File: config.mk
export PLATFORM = sky130hd
export DESIGN_NAME = sorted_priority_queue_decrease_key
export DESIGN_NICKNAME = d
export VERILOG_FILES = /design/src/spq_pkg.sv /design/src/sorted_priority_queue_decrease_key.sv /design/src/spq_cell.sv
export SDC_FILE = /design/constraint.sdc
export NUM_CORES = 2
export LEC_CHECK = 0
export BUFFER_PORTS_ARGS = -buffer_cell sky130_fd_sc_hd__buf_2
export CORE_MARGIN = 2
export CORE_UTILIZATION = 35
export DETAILED_ROUTE_END_ITERATION = 8
export GPL_ROUTABILITY_DRIVEN = 0
export MAX_ROUTING_LAYER = met4
export SYNTH_ARGS = -nofsm -noshare
export SYNTH_HDL_FRONTEND = slang
export SYNTH_SLANG_ARGS = --single-unit
File: constraint.sdc
create_clock -name clk -period 10 [get_ports clk]
set_clock_uncertainty 0.1 [all_clocks]
set_input_delay 1 -clock clk [delete_from_list [all_inputs] [get_ports clk]]
set_output_delay 1 -clock clk [all_outputs]
set_load 0.01 [all_outputs]
File: src/spq_pkg.sv
package spq_pkg;

  // Default sizes
  localparam int DEPTH_DEF     = 16;
  localparam int ID_BITS_DEF   = 16;
  localparam int PRIO_BITS_DEF = 16;

  // Fixed field widths
  localparam int CMD_W    = 2;
  localparam int STATUS_W = 3;

  // Commands
  typedef enum logic [CMD_W-1:0] {
    CMD_INSERT  = 2'd0,
    CMD_POP     = 2'd1,
    CMD_UPGRADE = 2'd2,
    CMD_CLEAR   = 2'd3
  } cmd_t;

  // Result status codes
  localparam logic [STATUS_W-1:0] ST_OK          = 3'd0;
  localparam logic [STATUS_W-1:0] ST_EMPTY       = 3'd1;
  localparam logic [STATUS_W-1:0] ST_MORE_URGENT = 3'd2;
  localparam logic [STATUS_W-1:0] ST_ABSENT      = 3'd3;
  localparam logic [STATUS_W-1:0] ST_FULL        = 3'd4;

  // What every cell does this cycle
  typedef enum logic [1:0] {
    CELL_HOLD,
    CELL_INSERT,
    CELL_POP,
    CELL_REMOVE
  } cell_op_t;

  // Broadcast control to the row of cells
  typedef struct packed {
    cell_op_t op;
    logic     strict;   // place ahead of equal priorities
  } ctl_t;

  // Sequencer states
  typedef enum logic {
    S_IDLE,
    S_MOVE
  } state_t;

endpackage

File: src/sorted_priority_queue_decrease_key.sv
// Timing: insert, pop, clear and a refused upgrade give their result in the cycle
// after acceptance; a successful upgrade goes through S_IDLE (locate and remove), then S_MOVE (re-place).
// Throughput: one word per cycle for insert, pop and clear while the result side does not stall;
// a successful upgrade holds off the next word in S_MOVE, set by the single shift of the cell row per cycle.
// Reset: synchronous active-low rst_n empties the queue and drops any pending
// result; cell contents are not reset and are never read before being written.
module sorted_priority_queue_decrease_key #(
  parameter int DEPTH     = spq_pkg::DEPTH_DEF,
  parameter int ID_BITS   = spq_pkg::ID_BITS_DEF,
  parameter int PRIO_BITS = spq_pkg::PRIO_BITS_DEF,
  parameter int CNT_W     = $clog2(DEPTH + 1)
) (
  input  logic                         clk,
  input  logic                         rst_n,
  input  logic                         in_valid,
  output logic                         in_ready,
  input  logic [spq_pkg::CMD_W-1:0]    in_cmd,
  input  logic [ID_BITS-1:0]           in_entry_id,
  input  logic [PRIO_BITS-1:0]         in_prio,
  output logic                         out_valid,
  input  logic                         out_ready,
  output logic [spq_pkg::STATUS_W-1:0] out_status,
  output logic [ID_BITS-1:0]           out_popped_id,
  output logic [ID_BITS-1:0]           out_front_id,
  output logic [PRIO_BITS-1:0]         out_front_prio,
  output logic                         out_is_empty,
  output logic [CNT_W-1:0]             out_count
);

  spq_pkg::state_t state_r, state_nxt;
  spq_pkg::ctl_t   ctl;

  logic [CNT_W-1:0]     fill_r, fill_nxt;
  logic [ID_BITS-1:0]   hold_id_r;
  logic [PRIO_BITS-1:0] hold_prio_r;
  logic [ID_BITS-1:0]   key_id;
  logic [PRIO_BITS-1:0] key_prio;
  logic                 accept;
  logic                 load;

  logic                         out_valid_r;
  logic [spq_pkg::STATUS_W-1:0] out_status_r, status_nxt;
  logic [ID_BITS-1:0]           out_popped_r, popped_nxt;
  logic [ID_BITS-1:0]           out_front_id_r;
  logic [PRIO_BITS-1:0]         out_front_prio_r;
  logic                         out_is_empty_r;
  logic [CNT_W-1:0]             out_count_r;

  // Chains through the cell row; slot 0 is the front, outer slots tie off
  logic                 behind_c [0:DEPTH];
  logic                 found_c  [0:DEPTH];
  logic [ID_BITS-1:0]   id_sh    [0:DEPTH+1];
  logic [PRIO_BITS-1:0] prio_sh  [0:DEPTH+1];
  logic [PRIO_BITS-1:0] sel_prio [0:DEPTH-1];
  logic [ID_BITS-1:0]   id_nxt   [0:DEPTH-1];
  logic [PRIO_BITS-1:0] prio_nxt [0:DEPTH-1];
  logic [PRIO_BITS-1:0] match_prio;

  assign behind_c[0]    = 1'b0;
  assign found_c[0]     = 1'b0;
  assign id_sh[0]       = '0;
  assign prio_sh[0]     = '0;
  assign id_sh[DEPTH+1] = '0;
  assign prio_sh[DEPTH+1] = '0;

  for (genvar i = 0; i < DEPTH; i++) begin : g_cell
    spq_cell #(
      .ID_BITS  (ID_BITS),
      .PRIO_BITS(PRIO_BITS),
      .CNT_W    (CNT_W),
      .IDX      (i)
    ) u_cell (
      .clk        (clk),
      .ctl        (ctl),
      .fill       (fill_r),
      .key_id     (key_id),
      .key_prio   (key_prio),
      .left_behind(behind_c[i]),
      .left_found (found_c[i]),
      .left_id    (id_sh[i]),
      .left_prio  (prio_sh[i]),
      .right_id   (id_sh[i+2]),
      .right_prio (prio_sh[i+2]),
      .behind     (behind_c[i+1]),
      .found      (found_c[i+1]),
      .id         (id_sh[i+1]),
      .prio       (prio_sh[i+1]),
      .sel_prio   (sel_prio[i]),
      .id_nxt     (id_nxt[i]),
      .prio_nxt   (prio_nxt[i])
    );
  end

  // Gather the priority of the first matching entry
  always_comb begin
    match_prio = '0;
    for (int i = 0; i < DEPTH; i++) begin
      match_prio = match_prio | sel_prio[i];
    end
  end

  assign accept   = in_valid && in_ready;
  assign in_ready = (state_r == spq_pkg::S_IDLE) && (!out_valid_r || out_ready);

  // Sequence commands and drive the cell row
  always_comb begin
    state_nxt  = state_r;
    ctl.op     = spq_pkg::CELL_HOLD;
    ctl.strict = 1'b0;
    key_id     = in_entry_id;
    key_prio   = in_prio;
    fill_nxt   = fill_r;
    load       = 1'b0;
    status_nxt = spq_pkg::ST_OK;
    popped_nxt = '0;
    unique case (state_r)
      spq_pkg::S_IDLE: begin
        if (accept) begin
          unique case (spq_pkg::cmd_t'(in_cmd))
            spq_pkg::CMD_INSERT: begin
              load = 1'b1;
              if (fill_r == CNT_W'(DEPTH)) begin
                status_nxt = spq_pkg::ST_FULL;
              end else begin
                ctl.op   = spq_pkg::CELL_INSERT;
                fill_nxt = fill_r + CNT_W'(1);
              end
            end
            spq_pkg::CMD_POP: begin
              load = 1'b1;
              if (fill_r == '0) begin
                status_nxt = spq_pkg::ST_EMPTY;
              end else begin
                ctl.op     = spq_pkg::CELL_POP;
                popped_nxt = id_sh[1];
                fill_nxt   = fill_r - CNT_W'(1);
              end
            end
            spq_pkg::CMD_UPGRADE: begin
              if (fill_r == '0) begin
                load       = 1'b1;
                status_nxt = spq_pkg::ST_EMPTY;
              end else if (!found_c[DEPTH]) begin
                load       = 1'b1;
                status_nxt = spq_pkg::ST_ABSENT;
              end else if (match_prio < in_prio) begin
                load       = 1'b1;
                status_nxt = spq_pkg::ST_MORE_URGENT;
              end else begin
                ctl.op    = spq_pkg::CELL_REMOVE;
                fill_nxt  = fill_r - CNT_W'(1);
                state_nxt = spq_pkg::S_MOVE;
              end
            end
            spq_pkg::CMD_CLEAR: begin
              load     = 1'b1;
              fill_nxt = '0;
            end
            default: begin
            end
          endcase
        end
      end
      spq_pkg::S_MOVE: begin
        // re-place ahead of equal priorities
        ctl.op     = spq_pkg::CELL_INSERT;
        ctl.strict = 1'b1;
        key_id     = hold_id_r;
        key_prio   = hold_prio_r;
        fill_nxt   = fill_r + CNT_W'(1);
        load       = 1'b1;
        state_nxt  = spq_pkg::S_IDLE;
      end
      default: begin
        state_nxt = spq_pkg::S_IDLE;
      end
    endcase
  end

  // Advance control state
  always_ff @(posedge clk) begin
    if (!rst_n) begin
      state_r     <= spq_pkg::S_IDLE;
      fill_r      <= '0;
      out_valid_r <= 1'b0;
    end else begin
      state_r <= state_nxt;
      fill_r  <= fill_nxt;
      if (load) begin
        out_valid_r <= 1'b1;
      end else if (out_ready) begin
        out_valid_r <= 1'b0;
      end
    end
  end

  // Hold the upgrade key and the result word
  always_ff @(posedge clk) begin
    if (accept) begin
      hold_id_r   <= in_entry_id;
      hold_prio_r <= in_prio;
    end
    if (load) begin
      out_status_r     <= status_nxt;
      out_popped_r     <= popped_nxt;
      out_front_id_r   <= (fill_nxt == '0) ? '0 : id_nxt[0];
      out_front_prio_r <= (fill_nxt == '0) ? '0 : prio_nxt[0];
      out_is_empty_r   <= (fill_nxt == '0);
      out_count_r      <= fill_nxt;
    end
  end

  assign out_valid      = out_valid_r;
  assign out_status     = out_status_r;
  assign out_popped_id  = out_popped_r;
  assign out_front_id   = out_front_id_r;
  assign out_front_prio = out_front_prio_r;
  assign out_is_empty   = out_is_empty_r;
  assign out_count      = out_count_r;

endmodule

File: src/spq_cell.sv
module spq_cell #(
  parameter int ID_BITS   = spq_pkg::ID_BITS_DEF,
  parameter int PRIO_BITS = spq_pkg::PRIO_BITS_DEF,
  parameter int CNT_W     = $clog2(spq_pkg::DEPTH_DEF + 1),
  parameter int IDX       = 0
) (
  input  logic                 clk,
  input  spq_pkg::ctl_t        ctl,
  input  logic [CNT_W-1:0]     fill,
  input  logic [ID_BITS-1:0]   key_id,
  input  logic [PRIO_BITS-1:0] key_prio,
  // neighbour towards the front
  input  logic                 left_behind,
  input  logic                 left_found,
  input  logic [ID_BITS-1:0]   left_id,
  input  logic [PRIO_BITS-1:0] left_prio,
  // neighbour towards the back
  input  logic [ID_BITS-1:0]   right_id,
  input  logic [PRIO_BITS-1:0] right_prio,
  // own state and chain outputs
  output logic                 behind,
  output logic                 found,
  output logic [ID_BITS-1:0]   id,
  output logic [PRIO_BITS-1:0] prio,
  output logic [PRIO_BITS-1:0] sel_prio,
  output logic [ID_BITS-1:0]   id_nxt,
  output logic [PRIO_BITS-1:0] prio_nxt
);

  logic [ID_BITS-1:0]   id_r;
  logic [PRIO_BITS-1:0] prio_r;
  logic                 occ;
  logic                 hit;
  logic                 first;

  // Compare against the key and extend the chains
  always_comb begin
    occ      = fill > CNT_W'(IDX);
    hit      = occ && (id_r == key_id);
    found    = left_found || hit;
    first    = hit && !left_found;
    behind   = !occ || (ctl.strict ? (prio_r >= key_prio) : (prio_r > key_prio));
    sel_prio = first ? prio_r : '0;
  end

  // Pick the next contents
  always_comb begin
    id_nxt   = id_r;
    prio_nxt = prio_r;
    unique case (ctl.op)
      spq_pkg::CELL_HOLD: begin
      end
      spq_pkg::CELL_INSERT: begin
        if (left_behind) begin
          id_nxt   = left_id;
          prio_nxt = left_prio;
        end else if (behind) begin
          id_nxt   = key_id;
          prio_nxt = key_prio;
        end
      end
      spq_pkg::CELL_POP: begin
        id_nxt   = right_id;
        prio_nxt = right_prio;
      end
      spq_pkg::CELL_REMOVE: begin
        if (found) begin
          id_nxt   = right_id;
          prio_nxt = right_prio;
        end
      end
      default: begin
      end
    endcase
  end

  // Hold the word
  always_ff @(posedge clk) begin
    id_r   <= id_nxt;
    prio_r <= prio_nxt;
  end

  assign id   = id_r;
  assign prio = prio_r;

endmodule

==> out/results.ini <==
[final_layout]
fillers = 11600
final_nets = 4590
seq_area_um2 = 17900
layout-drive-gt1-share_pct = 9.38
multi_input_area_um2 = 22500
area_growth_pct = 11.0

[cts]
clk_latency_ns = 0.63
cts-root-buf = clkbuf_16
clk_pin_slew_ns = 0.06
cts_sinks = 608
cts_made_buffers = 70
htree_levels = 3
cts_tree = done
clk_path_buf_depth = 3

[synth]
syn_area_per_cell_um2 = 9.70
synth_edf_count = 569
synth_cell_types = 80
yosysMostFrequentCell = nand2_1
synth_cells = 4291
yosysSeqAreaShare_pct = 42.9
yosys_warnings = 0
yosys.area.top_type_share_pct = 41.1
async_flop_share_pct = 0
netlist_top_cells_area = edfxtp_1 41%, ha_1 8.3%, mux2i_1 7.2%
synth_flop_cell = edfxtp_1
synthesis.nets = 4606
synth-seq-cells = 608
synth.largest_area_cell = edfxtp_1
syn_area_um2 = 41600
ys_top_cells_by_count = 594 x nand2_1, 583 x o21ai_0, 569 x edfxtp_1, 300 x mux2i_1, 277 x ha_1

[setup_path]
critPathRequiredTime_ns = 10.26
cp_slowest_cell = dfxtp_4
worst-setup-path-type = register to register
arrival_ns = 9.84
crit_top_cell = buf_4
cp-end-kind = register
critPathLaunchType = register
worstPathMaxFanout = 23
slowest_delay_ns = 0.80

[global_route]
grt_use_total_pct = 21.4
grt-ovfl-total = 0
grt_first_pass_wirelength_um = 196000
grt_pass1_vias = 31400
antenna_found_initial = 2
grt_max_degree = 277

[timing]
timing.fmax_ghz = 0.104
drv_slew = 0
timing.setup.tns_ns = 0
worst_slew_pin_slew_ns = 1.15
finalSetupViolations = 0
finalCriticalPeriod_ns = 9.58
rsz0062_at_grt = no
fin_crit_sh_pct = 95.8
fin_hold_ws_ns = 0.395
finalHoldViolations = 0
relSlewSlack_pct = 23.1

[floorplanning]
core_um2 = 118000
die-width_um = 349
start_util_pct = 35.3
design.die.area_um2 = 122000
die_height_um = 349
rows = 126
ios = 97

[power_and_ir_drop]
finalPower_mw = 7.43
p_leak_nw = 17.0
p_per_area_nw_per_um2 = 161
ir_drop_mv = 0.117

[detailed_routing]
route.detailed.drc = 0
ant_nets = 0
routed_via_density = 5.62
vias = 33000
drt_iter0_drc = 3705
routed_wl_um = 129000
firstDrtPassIters = 6
post_drt_wl_per_cell_um = 22.1

[placement]
io_buffers = 96
dpl.hpwl_um = 97500

[flow_run]
cap_violations = 0

[min_path]
hold_class = register to register

[outcome]
outcome = complete, no violations

-- cell families after synthesis --
| kind of cell | share of synthesized area, % |
|---|---|
| compound gates | 16.4 |
| xor+xnor | 5.45 |
| simple gates | 14.6 |
| fa+ha+maj | 8.33 |
| mux | 8.45 |
| flops | 42.9 |
| buf+inv | 3.85 |
-- cell usage in the layout, fill, tap and decap left out, types with 16 or more instances in the layout --
cell	synthesis	routed
o21ai_1	19	17
buf_4	12	104
a22o_1	17	17
edfxtp_1	569	569
buf_2	56	96
and3_1	41	41
nand3_1	50	50
a21oi_1	174	164
inv_1	76	75
nor2_1	222	221
nor2b_1	51	51
nor3_1	41	36
ha_1	277	277
dfxtp_1	39	38
mux2i_4	12	16
a22oi_1	45	44
a211oi_1	47	47
a221oi_1	22	22
nand2b_1	36	36
mux2_2	17	17
a222oi_1	18	18
nand4_1	82	82
and2_1	66	66
nor4_1	66	66
xnor2_1	258	258
o21a_1	78	78
clkbuf_16	0	73
mux2i_1	300	299
nand2_1	594	592
a21o_1	35	32
o21ai_0	583	576
-- timing repair --
item | in CTS | in global routing
hold buffers | 0 | 0
gates resized for setup | 0 | 1
setup buffers | 0 | 1
endpoints found under the hold margin | 0 | 0
setup endpoints to repair | 0 | 164
-- registers in the layout, summed over array words and instances, names as in the netlist, 16 cells and up --
| name | cells |
|---|---|
| hold_id_r | 16 |
| g_cell.u_cell.id | 256 |
| out_front_id | 16 |
| g_cell.u_cell.prio | 256 |
| out_popped_id | 16 |
| out_front_prio | 16 |
| hold_prio_r | 16 |
-- worst max-delay path: cells and delay by family (launching register included) --
kind | cells | cell delay (ns)
XOR/XNOR | 1 | 0.09
multiplexers | 1 | 0.57
AND/OR/NAND/NOR | 12 | 3.15
flip-flops | 1 | 0.80
AO/OA/AOI/OAI | 10 | 3.19
adder cells (fa/ha/maj) | 1 | 0.20
buffers and inverters | 4 | 1.14
-- metal layers --
layer	wire length [um]	track usage (%)
met5	0	-
met4	5230	8.08
met3	8330	3.02
met2	59200	33.8
met1	56700	27.8
-- path summary, 6_finish.rpt --
kind | slack (ns) | end | startpoint | depth (start not counted)
setup / recovery | 0.42 | out_front_prio[2] | state_r | 29
hold reg to reg | 0.39 | g_cell[0].u_cell.prio[0] | g_cell[0].u_cell.prio[0] | 2
hold / removal | 0.39 | g_cell[0].u_cell.prio[0] | g_cell[0].u_cell.prio[0] | 2
setup reg to reg | 0.42 | out_front_prio[2] | state_r | 29
-- power by group --
part	switching, mW	internal, mW	leakage, nW
registers	0.237	3.11	5.59
clock network	1.11	1.44	1.09
logic	0.897	0.633	10.3
total	2.25	5.19	17.0
-- metrics by stage --
stage / utilization [%] / std cells / setup slack (ns) / cell area, um2
final: 39.2 / 5866 / 0.419 / 46200
after CTS: 39.2 / 5864 / 0.382 / 46200
after detailed placement: 37.3 / 5738 / 0.421 / 44000
after floorplan: - / 4291 / 0.796 / 41600
after global placement: 37.3 / 5738 / 0.597 / 44000
after global routing: 39.2 / 5865 / 0.127 / 46200
-- cell type report --
| cell class | count | share of cell area (%) |
|---|---|---|
| Inverter | 76 | 0.618 |
| Antenna cell | 1 | 0.00542 |
| Timing Repair Buffer | 207 | 3.03 |
| Clock buffer | 90 | 4.16 |
| Clock inverter | 36 | 0.626 |
| Multi-Input combinational cell | 3312 | 48.7 |
| Tap cell | 1536 | 4.16 |
| Sequential cell | 608 | 38.7 |
(Power assumes the default switching activity.)
